--- src/rtl/core/ers_pkg.sv ---
// ers_pkg: shared types, codes and constants of the ESC reverse sequencer.
// No dependencies; every other file of the block takes names from here.
package ers_pkg;

	localparam int CfgIdxW = 3;
	localparam int CfgDataW = 16;
	localparam int PulseW = 16;
	localparam int PctW = 7;
	localparam int TickW = 16;
	localparam int SpeedW = 16;
	localparam int FwdLimW = 15;
	// product of a 16-bit span or speed by a percent or gain below 128
	localparam int DivDw = PulseW + PctW;
	localparam int DivCntW = $clog2(DivDw);

	localparam logic [PctW-1:0] NEUTRAL_PCT = 7'd50;
	localparam logic [PctW-1:0] FULL_PCT = 7'd100;
	localparam logic [PctW-1:0] SPEED_GAIN = 7'd50;
	localparam logic [PulseW-1:0] MAP_DIVISOR = 16'd100;

	localparam logic [PulseW-1:0] RST_MIN_PULSE = 16'd3200;
	localparam logic [PulseW-1:0] RST_MAX_PULSE = 16'd6400;
	localparam logic [FwdLimW-1:0] RST_FWD_LIMIT = 15'd1000;
	localparam logic [SpeedW-1:0] RST_REV_LIMIT = 16'hFC18; // -1000
	localparam logic [TickW-1:0] RST_BRAKE_TICKS = 16'd120;
	localparam logic [TickW-1:0] RST_GAP_TICKS = 16'd120;
	localparam logic [PctW-1:0] RST_BRAKE_REV = 7'd40;
	localparam logic [PctW-1:0] RST_BRAKE_FWD = 7'd60;

	typedef enum logic [CfgIdxW-1:0] {
		CFG_MIN_PULSE = 3'd0,
		CFG_MAX_PULSE = 3'd1,
		CFG_FWD_LIMIT = 3'd2,
		CFG_REV_LIMIT = 3'd3,
		CFG_BRAKE_TICKS = 3'd4,
		CFG_GAP_TICKS = 3'd5,
		CFG_BRAKE_REV = 3'd6,
		CFG_BRAKE_FWD = 3'd7
	} cfg_idx_t;

	typedef enum logic [1:0] {
		CMD_TICK = 2'd0,
		CMD_SPEED = 2'd1,
		CMD_POWER = 2'd2,
		CMD_PERCENT = 2'd3
	} cmd_t;

	typedef enum logic [3:0] {
		SEQ_NEUTRAL = 4'd0,
		SEQ_TAP = 4'd1,
		SEQ_GAP_REV = 4'd2,
		SEQ_FWD_HOLD = 4'd3,
		SEQ_FWD_BRAKE = 4'd4,
		SEQ_FWD_GAP = 4'd5,
		SEQ_REV_HOLD = 4'd6,
		SEQ_REV_BRAKE = 4'd7,
		SEQ_REV_GAP = 4'd8
	} seq_state_t;

	typedef enum logic [2:0] {
		CTL_IDLE,
		CTL_DECODE,
		CTL_MUL,
		CTL_DIV,
		CTL_OUT
	} ctl_state_t;

	// what to do with the quotient once the divider finishes
	typedef enum logic [1:0] {
		JOB_NONE,
		JOB_MAP,
		JOB_SPD_POS,
		JOB_SPD_NEG
	} job_t;

	typedef struct packed {
		logic [PulseW-1:0] min_pulse;
		logic [PulseW-1:0] max_pulse;
		logic [FwdLimW-1:0] fwd_limit;
		logic [SpeedW-1:0] rev_limit; // two's complement
		logic [TickW-1:0] brake_ticks;
		logic [TickW-1:0] gap_ticks;
		logic [PctW-1:0] brake_rev_pct;
		logic [PctW-1:0] brake_fwd_pct;
	} cfg_t;

	typedef struct packed {
		logic start;
		logic [DivDw-1:0] dividend;
		logic [PulseW-1:0] divisor;
	} div_req_t;

	typedef struct packed {
		logic done;
		logic [DivDw-1:0] quotient;
	} div_rsp_t;

endpackage

--- src/rtl/core/ers_in_if.sv ---
// ers_in_if: input word channel (command and operand) with valid/ready.
// Depends on ers_pkg for field widths.
interface ers_in_if;
	logic valid;
	logic ready;
	logic [1:0] cmd;
	logic signed [ers_pkg::SpeedW-1:0] value;

	modport source (output valid, output cmd, output value, input ready);
	modport sink (input valid, input cmd, input value, output ready);
endinterface

--- src/rtl/core/ers_out_if.sv ---
// ers_out_if: result word channel (pulse, state, direction, target) with valid/ready.
// Depends on ers_pkg for field widths.
interface ers_out_if;
	logic valid;
	logic ready;
	logic [ers_pkg::PulseW-1:0] pulse_ticks;
	logic [3:0] machine_state;
	logic moving_forward;
	logic [ers_pkg::PctW-1:0] target_percent;

	modport source (output valid, output pulse_ticks, output machine_state,
		output moving_forward, output target_percent, input ready);
	modport sink (input valid, input pulse_ticks, input machine_state,
		input moving_forward, input target_percent, output ready);
endinterface

--- src/rtl/core/ers_cfg_regs.sv ---
// ers_cfg_regs: configuration register file behind the plain write port.
// Depends on ers_pkg (cfg_t, register indexes, reset values).
module ers_cfg_regs (
	input  logic clk,
	input  logic arst_n,
	input  logic cfg_we,
	input  logic [ers_pkg::CfgIdxW-1:0] cfg_index,
	input  logic [ers_pkg::CfgDataW-1:0] cfg_data,
	output ers_pkg::cfg_t cfg
);

	ers_pkg::cfg_t cfg_q;

	always_ff @(posedge clk or negedge arst_n) begin
		if (!arst_n) begin
			cfg_q.min_pulse <= ers_pkg::RST_MIN_PULSE;
			cfg_q.max_pulse <= ers_pkg::RST_MAX_PULSE;
			cfg_q.fwd_limit <= ers_pkg::RST_FWD_LIMIT;
			cfg_q.rev_limit <= ers_pkg::RST_REV_LIMIT;
			cfg_q.brake_ticks <= ers_pkg::RST_BRAKE_TICKS;
			cfg_q.gap_ticks <= ers_pkg::RST_GAP_TICKS;
			cfg_q.brake_rev_pct <= ers_pkg::RST_BRAKE_REV;
			cfg_q.brake_fwd_pct <= ers_pkg::RST_BRAKE_FWD;
		end else if (cfg_we) begin
			case (ers_pkg::cfg_idx_t'(cfg_index))
				ers_pkg::CFG_MIN_PULSE: cfg_q.min_pulse <= cfg_data;
				ers_pkg::CFG_MAX_PULSE: cfg_q.max_pulse <= cfg_data;
				ers_pkg::CFG_FWD_LIMIT: cfg_q.fwd_limit <= cfg_data[ers_pkg::FwdLimW-1:0];
				ers_pkg::CFG_REV_LIMIT: cfg_q.rev_limit <= cfg_data;
				ers_pkg::CFG_BRAKE_TICKS: cfg_q.brake_ticks <= cfg_data;
				ers_pkg::CFG_GAP_TICKS: cfg_q.gap_ticks <= cfg_data;
				ers_pkg::CFG_BRAKE_REV: cfg_q.brake_rev_pct <= cfg_data[ers_pkg::PctW-1:0];
				ers_pkg::CFG_BRAKE_FWD: cfg_q.brake_fwd_pct <= cfg_data[ers_pkg::PctW-1:0];
				default: ;
			endcase
		end
	end

	assign cfg = cfg_q;

endmodule

--- src/rtl/core/ers_divider.sv ---
// ers_divider: shared restoring divider, one quotient bit per cycle.
// Depends on ers_pkg (div_req_t, div_rsp_t, widths).
module ers_divider (
	input  logic clk,
	input  logic arst_n,
	input  ers_pkg::div_req_t req,
	output ers_pkg::div_rsp_t rsp
);

	localparam int Dw = ers_pkg::DivDw;
	localparam int Vw = ers_pkg::PulseW;

	logic busy_q;
	logic done_q;
	logic [ers_pkg::DivCntW-1:0] cnt_q;
	logic [Dw-1:0] quo_q;
	logic [Vw-1:0] rem_q;
	logic [Vw-1:0] dvs_q;
	logic [Vw:0] trial;
	logic [Vw:0] diff;
	logic take;

	// remainder stays below the divisor, so Vw+1 bits hold the shifted trial
	assign trial = {rem_q, quo_q[Dw-1]};
	assign diff = trial - {1'b0, dvs_q};
	assign take = (trial >= {1'b0, dvs_q});

	always_ff @(posedge clk or negedge arst_n) begin
		if (!arst_n) begin
			busy_q <= 1'b0;
			done_q <= 1'b0;
			cnt_q <= '0;
		end else begin
			done_q <= 1'b0;
			if (req.start) begin
				busy_q <= 1'b1;
				cnt_q <= '0;
			end else if (busy_q) begin
				cnt_q <= cnt_q + 1'b1;
				if (cnt_q == ers_pkg::DivCntW'(Dw - 1)) begin
					busy_q <= 1'b0;
					done_q <= 1'b1;
				end
			end
		end
	end

	always_ff @(posedge clk) begin
		if (req.start) begin
			quo_q <= req.dividend;
			rem_q <= '0;
			dvs_q <= req.divisor;
		end else if (busy_q) begin
			quo_q <= {quo_q[Dw-2:0], take};
			rem_q <= take ? diff[Vw-1:0] : trial[Vw-1:0];
		end
	end

	assign rsp.done = done_q;
	assign rsp.quotient = quo_q;

endmodule

--- src/rtl/core/ers_seq.sv ---
// ers_seq: command decode, brake/gap/reverse state machine, operand multiply
// and output register; drives the shared divider. Depends on ers_pkg, ers_in_if, ers_out_if.
module ers_seq (
	input  logic clk,
	input  logic arst_n,
	input  ers_pkg::cfg_t cfg,
	ers_in_if.sink in_ch,
	ers_out_if.source out_ch,
	output ers_pkg::div_req_t div_req,
	input  ers_pkg::div_rsp_t div_rsp
);

	localparam int Pw = ers_pkg::PulseW;
	localparam int Cw = ers_pkg::PctW;

	ers_pkg::ctl_state_t ctl_q, ctl_n;

	// architectural state
	ers_pkg::seq_state_t seq_q;
	logic dir_q;
	logic want_q;
	logic [Cw-1:0] goal_pct_q;
	logic goal_fwd_q;
	logic [ers_pkg::TickW-1:0] remain_q;
	logic [Pw-1:0] pulse_q;

	// accepted word and job registers
	logic [1:0] cmd_q;
	logic signed [ers_pkg::SpeedW-1:0] val_q;
	ers_pkg::job_t job_q;
	logic [Pw-1:0] mul_a_q;
	logic [Cw-1:0] mul_b_q;
	logic [Pw-1:0] dvs_q;

	// output register
	logic out_valid_q;
	logic [Pw-1:0] out_pulse_q;
	logic [3:0] out_state_q;
	logic out_fwd_q;
	logic [Cw-1:0] out_goal_q;

	// decode results
	ers_pkg::seq_state_t seq_n;
	logic dir_n, want_n, goal_fwd_n;
	logic [Cw-1:0] goal_pct_n;
	logic [ers_pkg::TickW-1:0] remain_n;
	logic pulse_we;
	logic [Pw-1:0] pulse_n;
	ers_pkg::job_t job_n;
	logic [Pw-1:0] mul_a_n;
	logic [Cw-1:0] mul_b_n;
	logic [Pw-1:0] dvs_n;

	logic map_en;
	logic [Cw-1:0] map_p;
	logic [Cw-1:0] map_pc;
	logic [ers_pkg::TickW-1:0] rem_dec;
	logic timer_done;
	logic signed [ers_pkg::SpeedW-1:0] rev_s;
	logic signed [ers_pkg::SpeedW-1:0] fwd_s;
	logic signed [7:0] pw_v;
	logic signed [7:0] pw_half;
	logic signed [7:0] pw_goal;
	logic out_free;
	logic in_fire;

	assign in_fire = in_ch.valid & in_ch.ready;
	assign out_free = ~out_valid_q | out_ch.ready;
	assign rem_dec = (remain_q == '0) ? '0 : remain_q - 1'b1;
	assign timer_done = (rem_dec == '0);
	assign rev_s = $signed(cfg.rev_limit);
	assign fwd_s = $signed({1'b0, cfg.fwd_limit});

	// ---------------- decode of one word ----------------
	always_comb begin
		seq_n = seq_q;
		dir_n = dir_q;
		want_n = want_q;
		goal_pct_n = goal_pct_q;
		goal_fwd_n = goal_fwd_q;
		remain_n = remain_q;
		map_en = 1'b0;
		map_p = ers_pkg::NEUTRAL_PCT;
		job_n = ers_pkg::JOB_NONE;
		mul_a_n = '0;
		mul_b_n = ers_pkg::SPEED_GAIN;
		dvs_n = ers_pkg::MAP_DIVISOR;
		pw_v = '0;
		pw_half = '0;
		pw_goal = '0;

		case (ers_pkg::cmd_t'(cmd_q))
			ers_pkg::CMD_TICK: begin
				case (seq_q)
					ers_pkg::SEQ_TAP, ers_pkg::SEQ_FWD_BRAKE, ers_pkg::SEQ_REV_BRAKE: begin
						remain_n = rem_dec;
						if (timer_done) begin
							map_en = 1'b1;
							remain_n = cfg.gap_ticks;
							seq_n = (seq_q == ers_pkg::SEQ_TAP) ? ers_pkg::SEQ_GAP_REV :
								(seq_q == ers_pkg::SEQ_FWD_BRAKE) ? ers_pkg::SEQ_FWD_GAP :
								ers_pkg::SEQ_REV_GAP;
						end
					end
					ers_pkg::SEQ_GAP_REV, ers_pkg::SEQ_FWD_GAP, ers_pkg::SEQ_REV_GAP: begin
						remain_n = rem_dec;
						if (timer_done) begin
							map_en = 1'b1;
							if (!want_q) begin
								seq_n = ers_pkg::SEQ_NEUTRAL;
							end else begin
								map_p = goal_pct_q;
								dir_n = goal_fwd_q;
								seq_n = goal_fwd_q ? ers_pkg::SEQ_FWD_HOLD : ers_pkg::SEQ_REV_HOLD;
							end
						end
					end
					ers_pkg::SEQ_FWD_HOLD: begin
						map_en = 1'b1;
						if (!want_q) begin
							seq_n = ers_pkg::SEQ_NEUTRAL;
						end else if (goal_fwd_q) begin
							map_p = goal_pct_q;
						end else begin
							map_p = cfg.brake_rev_pct;
							remain_n = cfg.brake_ticks;
							seq_n = ers_pkg::SEQ_FWD_BRAKE;
						end
					end
					ers_pkg::SEQ_REV_HOLD: begin
						map_en = 1'b1;
						if (!want_q) begin
							seq_n = ers_pkg::SEQ_NEUTRAL;
						end else if (!goal_fwd_q) begin
							map_p = goal_pct_q;
						end else begin
							map_p = cfg.brake_fwd_pct;
							remain_n = cfg.brake_ticks;
							seq_n = ers_pkg::SEQ_REV_BRAKE;
						end
					end
					default: begin
						// neutral and any stray code
						map_en = 1'b1;
						seq_n = ers_pkg::SEQ_NEUTRAL;
						if (want_q) begin
							if (goal_fwd_q) begin
								map_p = goal_pct_q;
								dir_n = 1'b1;
								seq_n = ers_pkg::SEQ_FWD_HOLD;
							end else begin
								map_p = cfg.brake_rev_pct;
								remain_n = cfg.brake_ticks;
								seq_n = ers_pkg::SEQ_TAP;
							end
						end
					end
				endcase
			end
			ers_pkg::CMD_SPEED: begin
				if (val_q == '0) begin
					want_n = 1'b0;
					goal_pct_n = ers_pkg::NEUTRAL_PCT;
				end else begin
					want_n = 1'b1;
					goal_fwd_n = (val_q > 0);
					if (val_q >= fwd_s) begin
						goal_pct_n = ers_pkg::FULL_PCT;
					end else if (val_q <= rev_s) begin
						goal_pct_n = '0;
					end else if (val_q > 0) begin
						job_n = ers_pkg::JOB_SPD_POS;
						mul_a_n = $unsigned(val_q);
						dvs_n = {1'b0, cfg.fwd_limit};
					end else begin
						// rev_limit < value < 0 here, so both negations fit unsigned
						job_n = ers_pkg::JOB_SPD_NEG;
						mul_a_n = $unsigned(-val_q);
						dvs_n = $unsigned(-rev_s);
					end
				end
			end
			ers_pkg::CMD_POWER: begin
				if (val_q > 16'sd100) pw_v = 8'sd100;
				else if (val_q < -16'sd100) pw_v = -8'sd100;
				else pw_v = val_q[7:0];
				// halve toward zero
				pw_half = (pw_v + $signed({7'd0, pw_v[7]})) >>> 1;
				pw_goal = 8'sd50 + pw_half;
				if (pw_v == '0) begin
					want_n = 1'b0;
					goal_pct_n = ers_pkg::NEUTRAL_PCT;
				end else begin
					want_n = 1'b1;
					goal_pct_n = pw_goal[Cw-1:0];
					goal_fwd_n = (pw_v > 0);
				end
			end
			default: begin
				map_en = 1'b1;
				if (val_q < 0) map_p = '0;
				else if (val_q > 16'sd100) map_p = ers_pkg::FULL_PCT;
				else map_p = val_q[Cw-1:0];
			end
		endcase

		// percent to pulse span; degenerate range gives min_pulse directly
		map_pc = (map_p > ers_pkg::FULL_PCT) ? ers_pkg::FULL_PCT : map_p;
		pulse_we = 1'b0;
		pulse_n = cfg.min_pulse;
		if (map_en) begin
			if (cfg.max_pulse <= cfg.min_pulse) begin
				pulse_we = 1'b1;
			end else begin
				job_n = ers_pkg::JOB_MAP;
				mul_a_n = cfg.max_pulse - cfg.min_pulse;
				mul_b_n = map_pc;
				dvs_n = ers_pkg::MAP_DIVISOR;
			end
		end
	end

	// ---------------- control sequencer ----------------
	always_ff @(posedge clk or negedge arst_n) begin
		if (!arst_n) ctl_q <= ers_pkg::CTL_IDLE;
		else ctl_q <= ctl_n;
	end

	always_comb begin
		ctl_n = ctl_q;
		case (ctl_q)
			ers_pkg::CTL_IDLE: if (in_fire) ctl_n = ers_pkg::CTL_DECODE;
			ers_pkg::CTL_DECODE: begin
				ctl_n = (job_n == ers_pkg::JOB_NONE) ? ers_pkg::CTL_OUT : ers_pkg::CTL_MUL;
			end
			ers_pkg::CTL_MUL: ctl_n = ers_pkg::CTL_DIV;
			ers_pkg::CTL_DIV: if (div_rsp.done) ctl_n = ers_pkg::CTL_OUT;
			ers_pkg::CTL_OUT: if (out_free) ctl_n = ers_pkg::CTL_IDLE;
			default: ctl_n = ers_pkg::CTL_IDLE;
		endcase
	end

	always_comb begin
		in_ch.ready = (ctl_q == ers_pkg::CTL_IDLE);
		div_req.start = (ctl_q == ers_pkg::CTL_MUL);
		div_req.dividend = {{ers_pkg::PctW{1'b0}}, mul_a_q} *
			{{ers_pkg::PulseW{1'b0}}, mul_b_q};
		div_req.divisor = dvs_q;
	end

	// ---------------- data registers ----------------
	always_ff @(posedge clk) begin
		if (in_fire) begin
			cmd_q <= in_ch.cmd;
			val_q <= in_ch.value;
		end
		if (ctl_q == ers_pkg::CTL_DECODE) begin
			job_q <= job_n;
			mul_a_q <= mul_a_n;
			mul_b_q <= mul_b_n;
			dvs_q <= dvs_n;
		end
	end

	always_ff @(posedge clk or negedge arst_n) begin
		if (!arst_n) begin
			seq_q <= ers_pkg::SEQ_NEUTRAL;
			dir_q <= 1'b1;
			want_q <= 1'b0;
			goal_pct_q <= ers_pkg::NEUTRAL_PCT;
			goal_fwd_q <= 1'b1;
			remain_q <= '0;
			pulse_q <= '0;
		end else if (ctl_q == ers_pkg::CTL_DECODE) begin
			seq_q <= seq_n;
			dir_q <= dir_n;
			want_q <= want_n;
			goal_pct_q <= goal_pct_n;
			goal_fwd_q <= goal_fwd_n;
			remain_q <= remain_n;
			if (pulse_we) pulse_q <= pulse_n;
		end else if (ctl_q == ers_pkg::CTL_DIV && div_rsp.done) begin
			case (job_q)
				ers_pkg::JOB_MAP: pulse_q <= cfg.min_pulse + div_rsp.quotient[Pw-1:0];
				ers_pkg::JOB_SPD_POS:
					goal_pct_q <= ers_pkg::NEUTRAL_PCT + div_rsp.quotient[Cw-1:0];
				ers_pkg::JOB_SPD_NEG:
					goal_pct_q <= ers_pkg::NEUTRAL_PCT - div_rsp.quotient[Cw-1:0];
				default: ;
			endcase
		end
	end

	// ---------------- output register ----------------
	always_ff @(posedge clk or negedge arst_n) begin
		if (!arst_n) begin
			out_valid_q <= 1'b0;
		end else if (ctl_q == ers_pkg::CTL_OUT && out_free) begin
			out_valid_q <= 1'b1;
		end else if (out_ch.ready) begin
			out_valid_q <= 1'b0;
		end
	end

	always_ff @(posedge clk) begin
		if (ctl_q == ers_pkg::CTL_OUT && out_free) begin
			out_pulse_q <= pulse_q;
			out_state_q <= seq_q;
			out_fwd_q <= dir_q;
			out_goal_q <= goal_pct_q;
		end
	end

	assign out_ch.valid = out_valid_q;
	assign out_ch.pulse_ticks = out_pulse_q;
	assign out_ch.machine_state = out_state_q;
	assign out_ch.moving_forward = out_fwd_q;
	assign out_ch.target_percent = out_goal_q;

endmodule

--- src/rtl/core/esc_reverse_sequencer_top.sv ---
// esc_reverse_sequencer_top: ESC pulse sequencer with brake tap and neutral gap on reversal.
// Depends on ers_pkg, ers_in_if, ers_out_if, ers_cfg_regs, ers_divider, ers_seq.
//
// Each input word (tick, speed set-point, power set-point or direct percent) returns one
// result word with the compare value, sequencer state, committed direction and target
// percent. One word at a time is processed: a word that needs no division passes through the
// idle/accept, decode and output load states; a speed set-point inside the limits, or any
// percent-to-pulse mapping over a non-empty pulse range, adds a multiply state and a pass
// through the shared restoring divider (23 quotient bits, one per cycle). A finished result
// waits in the output register while the next word is accepted; if that register is still
// full when the next result is ready, the block holds in output load until it drains.
// Configuration writes take effect at the write edge and are expected only while the
// block is idle.
module esc_reverse_sequencer_top (
	input  logic clk,
	input  logic arst_n,
	input  logic cfg_we,
	input  logic [ers_pkg::CfgIdxW-1:0] cfg_index,
	input  logic [ers_pkg::CfgDataW-1:0] cfg_data,
	ers_in_if.sink in_ch,
	ers_out_if.source out_ch
);

	ers_pkg::cfg_t cfg;
	ers_pkg::div_req_t div_req;
	ers_pkg::div_rsp_t div_rsp;

	ers_cfg_regs u_cfg (
		.clk(clk),
		.arst_n(arst_n),
		.cfg_we(cfg_we),
		.cfg_index(cfg_index),
		.cfg_data(cfg_data),
		.cfg(cfg)
	);

	ers_divider u_div (
		.clk(clk),
		.arst_n(arst_n),
		.req(div_req),
		.rsp(div_rsp)
	);

	ers_seq u_seq (
		.clk(clk),
		.arst_n(arst_n),
		.cfg(cfg),
		.in_ch(in_ch),
		.out_ch(out_ch),
		.div_req(div_req),
		.div_rsp(div_rsp)
	);

endmodule

--- src/flat_wrapper.sv ---
// flat-port wrapper written by rule: the top's interface ports become plain ports
module esc_reverse_sequencer_top_flat 
  (clk, arst_n, cfg_we, cfg_index, cfg_data, in_ch_valid, in_ch_cmd, in_ch_value, in_ch_ready, out_ch_valid, out_ch_pulse_ticks, out_ch_machine_state, out_ch_moving_forward, out_ch_target_percent, out_ch_ready);
  ers_in_if in_ch_i ();
  ers_out_if out_ch_i ();
  input  logic clk;
  input  logic arst_n;
  input  logic cfg_we;
  input  logic [ers_pkg::CfgIdxW-1:0] cfg_index;
  input  logic [ers_pkg::CfgDataW-1:0] cfg_data;
  input wire logic [$bits(in_ch_i.valid)-1:0] in_ch_valid;
  input wire logic [$bits(in_ch_i.cmd)-1:0] in_ch_cmd;
  input wire logic [$bits(in_ch_i.value)-1:0] in_ch_value;
  output wire logic [$bits(in_ch_i.ready)-1:0] in_ch_ready;
  output wire logic [$bits(out_ch_i.valid)-1:0] out_ch_valid;
  output wire logic [$bits(out_ch_i.pulse_ticks)-1:0] out_ch_pulse_ticks;
  output wire logic [$bits(out_ch_i.machine_state)-1:0] out_ch_machine_state;
  output wire logic [$bits(out_ch_i.moving_forward)-1:0] out_ch_moving_forward;
  output wire logic [$bits(out_ch_i.target_percent)-1:0] out_ch_target_percent;
  input wire logic [$bits(out_ch_i.ready)-1:0] out_ch_ready;
  assign in_ch_i.valid = in_ch_valid;
  assign in_ch_i.cmd = in_ch_cmd;
  assign in_ch_i.value = in_ch_value;
  assign in_ch_ready = in_ch_i.ready;
  assign out_ch_valid = out_ch_i.valid;
  assign out_ch_pulse_ticks = out_ch_i.pulse_ticks;
  assign out_ch_machine_state = out_ch_i.machine_state;
  assign out_ch_moving_forward = out_ch_i.moving_forward;
  assign out_ch_target_percent = out_ch_i.target_percent;
  assign out_ch_i.ready = out_ch_ready;
  esc_reverse_sequencer_top u_core (.clk(clk), .arst_n(arst_n), .cfg_we(cfg_we), .cfg_index(cfg_index), .cfg_data(cfg_data), .in_ch(in_ch_i), .out_ch(out_ch_i));
endmodule
--- config.mk ---
export PLATFORM = sky130hd
export DESIGN_NAME = esc_reverse_sequencer_top_flat
export DESIGN_NICKNAME = d
export VERILOG_FILES = /design/src/rtl/core/ers_pkg.sv /design/src/rtl/core/ers_in_if.sv /design/src/rtl/core/ers_out_if.sv /design/src/rtl/core/ers_cfg_regs.sv /design/src/rtl/core/ers_divider.sv /design/src/rtl/core/ers_seq.sv /design/src/rtl/core/esc_reverse_sequencer_top.sv /design/src/flat_wrapper.sv
export SDC_FILE = /design/constraint.sdc
export NUM_CORES = 1
export LEC_CHECK = 0
export ABC_AREA = 1
export BUFFER_PORTS_ARGS = -buffer_cell sky130_fd_sc_hd__buf_2
export CORE_MARGIN = 2
export CORE_UTILIZATION = 64
export CTS_CLUSTER_SIZE = 10
export DETAILED_ROUTE_END_ITERATION = 10
export MAX_ROUTING_LAYER = met4
export PLACE_DENSITY = 0.85
export SKIP_CTS_REPAIR_TIMING = 1
export SLEW_MARGIN = 10
export SYNTH_ARGS = -nofsm -noshare
export SYNTH_HDL_FRONTEND = slang
export SYNTH_SLANG_ARGS = --single-unit
--- constraint.sdc ---
create_clock -name clk -period 6.9 [get_ports clk]
set_input_delay 2.07 -clock clk [delete_from_list [all_inputs] [get_ports clk]]
set_output_delay 2.07 -clock clk [all_outputs]
set_load 0.005 [all_outputs]
==> impl_metrics.env <==
export IMPL_yosysMostFrequentCell="nand2_1"
export IMPL_grt_pass1_wl_mm=90.5
export IMPL_clock_path_buffers=3
export IMPL_slew_limit_headroom_pct=29.2
export IMPL_via_per_inst=5.98
export IMPL_wirelength_mm=57.3
export IMPL_synthCells=2511
export IMPL_fin_crit_sh_pct=76.0
export IMPL_tritoncts="done"
export IMPL_synth_edf_count=126
export IMPL_via_count=18200
export IMPL_die_y_um=185
export IMPL_yosys_top_cells_area="edfxtp_1 18%, dfrtp_1 15%, nand2_1 11%"
export IMPL_worstPathMaxFanout=16
export IMPL_status="complete, no violations"
export IMPL_worst_pin_slew_ps=1060
export IMPL_drive_gt1_share_pct=8.91
export IMPL_synth_common_cells="586 x nand2_1, 336 x inv_1, 240 x o21ai_0"
export IMPL_route_detailed_drc=0
export IMPL_gr_total_overflow=0
export IMPL_die_area_um2=34100
export IMPL_core_um2=32300
export IMPL_syn_to_final_growth_pct=8.89
export IMPL_postSynthAreaPerCell_um2=8.31
export IMPL_finalNetCount=2814
export IMPL_synth_main_ff_cell="dfrtp_1"
export IMPL_grt_max_degree=78
export IMPL_seq_area_frac_synth_pct=39.8
export IMPL_start_util_pct=64.7
export IMPL_ys_seq_elements=308
export IMPL_gp_congestion=1.00
export IMPL_finalInstanceArea_um2=22700
export IMPL_cts_max_level=2
export IMPL_endpoint_kind="register"
export IMPL_post_drt_wl_per_cell_um=18.9
export IMPL_clk_pin_slew_ps=50
export IMPL_place_inst=2967
export IMPL_setup_viol=0
export IMPL_synth_async_reset_ratio_pct=53.9
export IMPL_ant_nets=0
export IMPL_ys_warnings_count=0
export IMPL_max_freq_mhz=191
export IMPL_cts_num_sinks=308
export IMPL_cts_made_buffers=38
export IMPL_drt_iter0_markers=1617
export IMPL_die_x_um=185
export IMPL_io_pins=72
export IMPL_rsz0062_at_grt="no"
export IMPL_netlist_area_um2=20900
export IMPL_yosys_cell_types_count=61
export IMPL_hpwl_mm=43.0
export IMPL_stdcell_count=3035
export IMPL_arrival_ps=5490
export IMPL_rows=66
export IMPL_track_usage_pct=35.2
export IMPL_cp_required_ps=7150
export IMPL_drv_slew=0
export IMPL_crit_type="register to register"
export IMPL_hp_class="register to register"
export IMPL_post_route_min_period_ps=5240
export IMPL_synth_top_cell_by_area="edfxtp_1"
export IMPL_synth_nets=2760
export IMPL_synth_top_area_share_pct=18.1
export IMPL_grt_pass1_vias=17200
export IMPL_clock_skew_ps=30.4
export IMPL_grt_antenna_before_repair=1
export IMPL_firstDrtPassIters=7
export IMPL_cts_root_buf="clkbuf_16"
export IMPL_cap_violations=0
export IMPL_fin_util_pct=70.4
export IMPL_port_buffers=71
export IMPL_setup_tns_final_ps=0
export IMPL_worstSkewPairLatency_ps=550
export IMPL_placed_area_um2=21600
export IMPL_startpoint_type="register"
export IMPL_timing_final_hold_violations=0
[worst max-delay path: stages, from the launching register on]
cell and delay (ps):
edfxtp_1 650, nand2_1 150, inv_1 70, fa_1 530, inv_1 50, fa_1 460, fa_1 550, inv_1 50
fa_1 470, ha_1 370, nand2_1 110, o21ai_0 270, a21oi_1 110, o21ai_0 300, a21oi_1 160, o21ai_0 280
a31oi_1 140, xor2_1 140, o21ai_0 80
[cells in the final DEF (no fill, tap or decap), types with 8 or more instances in the layout]
cell type and count:
nand2_1 586, inv_1 336, o21ai_0 240, nor2_1 147, a21oi_1 138, ha_1 135
dfrtp_1 127, edfxtp_1 126, nand3_1 105, fa_1 72, buf_2 70, xor2_1 47
clkbuf_16 39, dfstp_2 39, nor3_1 29, nand4_1 27, o21ai_1 27, o211ai_1 23
clkbuf_1 22, xnor2_1 20, o22ai_1 18, a31oi_1 16, dfxtp_1 16, o21bai_1 12
nor2_2 12, buf_4 11, inv_2 10, nand2_2 10, o221ai_1 9, nand3b_1 8
[sequential cells by signal (all words and copies together) (netlist names), 16 cells and up]
signal,flops
u_core.u_seq.pulse_q,16
u_core.u_seq.dvs_q,16
u_core.u_seq.val_q,16
u_core.u_cfg.cfg,109
u_core.u_seq.out_ch.pulse_ticks,16
u_core.u_div.rem_q,16
u_core.u_div.quo_q,23
u_core.u_seq.mul_a_q,16
u_core.u_seq.remain_q,16
u_core.u_div.dvs_q,16
[area by class of cell]
class                           instances  area [um^2]
Sequential cell                       308         8310
Antenna cell                            1         2.50
Clock inverter                          6         65.1
Timing Repair Buffer                   82          444
Tap cell                              442          553
Fill cell                            2570         9560
Clock buffer                           61         1060
Inverter                              352         1320
Multi-Input combinational cell       1783        11000
[cell families (layout without fill, tap and decap cells)]
family                   Yosys count  count (layout)  synth area share [%]
AO/OA/AOI/OAI                    547             547                  15.0
XOR/XNOR                          67              67                  2.81
buffers and inverters            420             501                  7.73
adder cells (fa/ha/maj)          207             207                  15.0
AND/OR/NAND/NOR                  961             961                  19.6
flip-flops                       308             308                  39.8
multiplexers                       1               1                0.0479
other                              0               1                     0
[worst paths after layout]
check                      slack, ps                                 to  cells past startpoint                                  start
max                             1660   u_core.u_div.quo_q[17]$_DFFE_PP_                     18  u_core.u_seq.mul_b_q[3]$_SDFFCE_PP0P_
min                              420    u_core.u_div.dvs_q[7]$_DFFE_PP_                      0        u_core.u_seq.dvs_q[7]$_DFFE_PP_
max reg2reg                     1660   u_core.u_div.quo_q[17]$_DFFE_PP_                     18  u_core.u_seq.mul_b_q[3]$_SDFFCE_PP0P_
min reg2reg                      420    u_core.u_div.dvs_q[7]$_DFFE_PP_                      0        u_core.u_seq.dvs_q[7]$_DFFE_PP_
max in group asynchronous       4190  u_core.u_div.cnt_q[1]$_DFFE_PN0P_                      2                                 arst_n
min in group asynchronous       1540   u_core.u_cfg.cfg[40]$_DFFE_PN0P_                      1                                 arst_n
[stage by stage]
stage / hold WS (ps) / worst slack, ps
2_1_floorplan: 400 / 2050
3_3_place_gp: 401 / 1750
3_5_place_dp: 405 / 1660
4_1_cts: 417 / 1670
5_1_grt: 421 / 1230
6_report: 416 / 1660
[metal layers]
metal	track usage [%]	vias up	share of wire, %
li1	-	8506	-
met1	46.4	8700	41
met2	56.3	803	47
met3	4.21	155	7.7
met4	12.8	0	4.0
met5	-	-	0
Power is not shown: default switching activity piles up to over one toggle a cycle in this logic, so the estimate is an artifact.
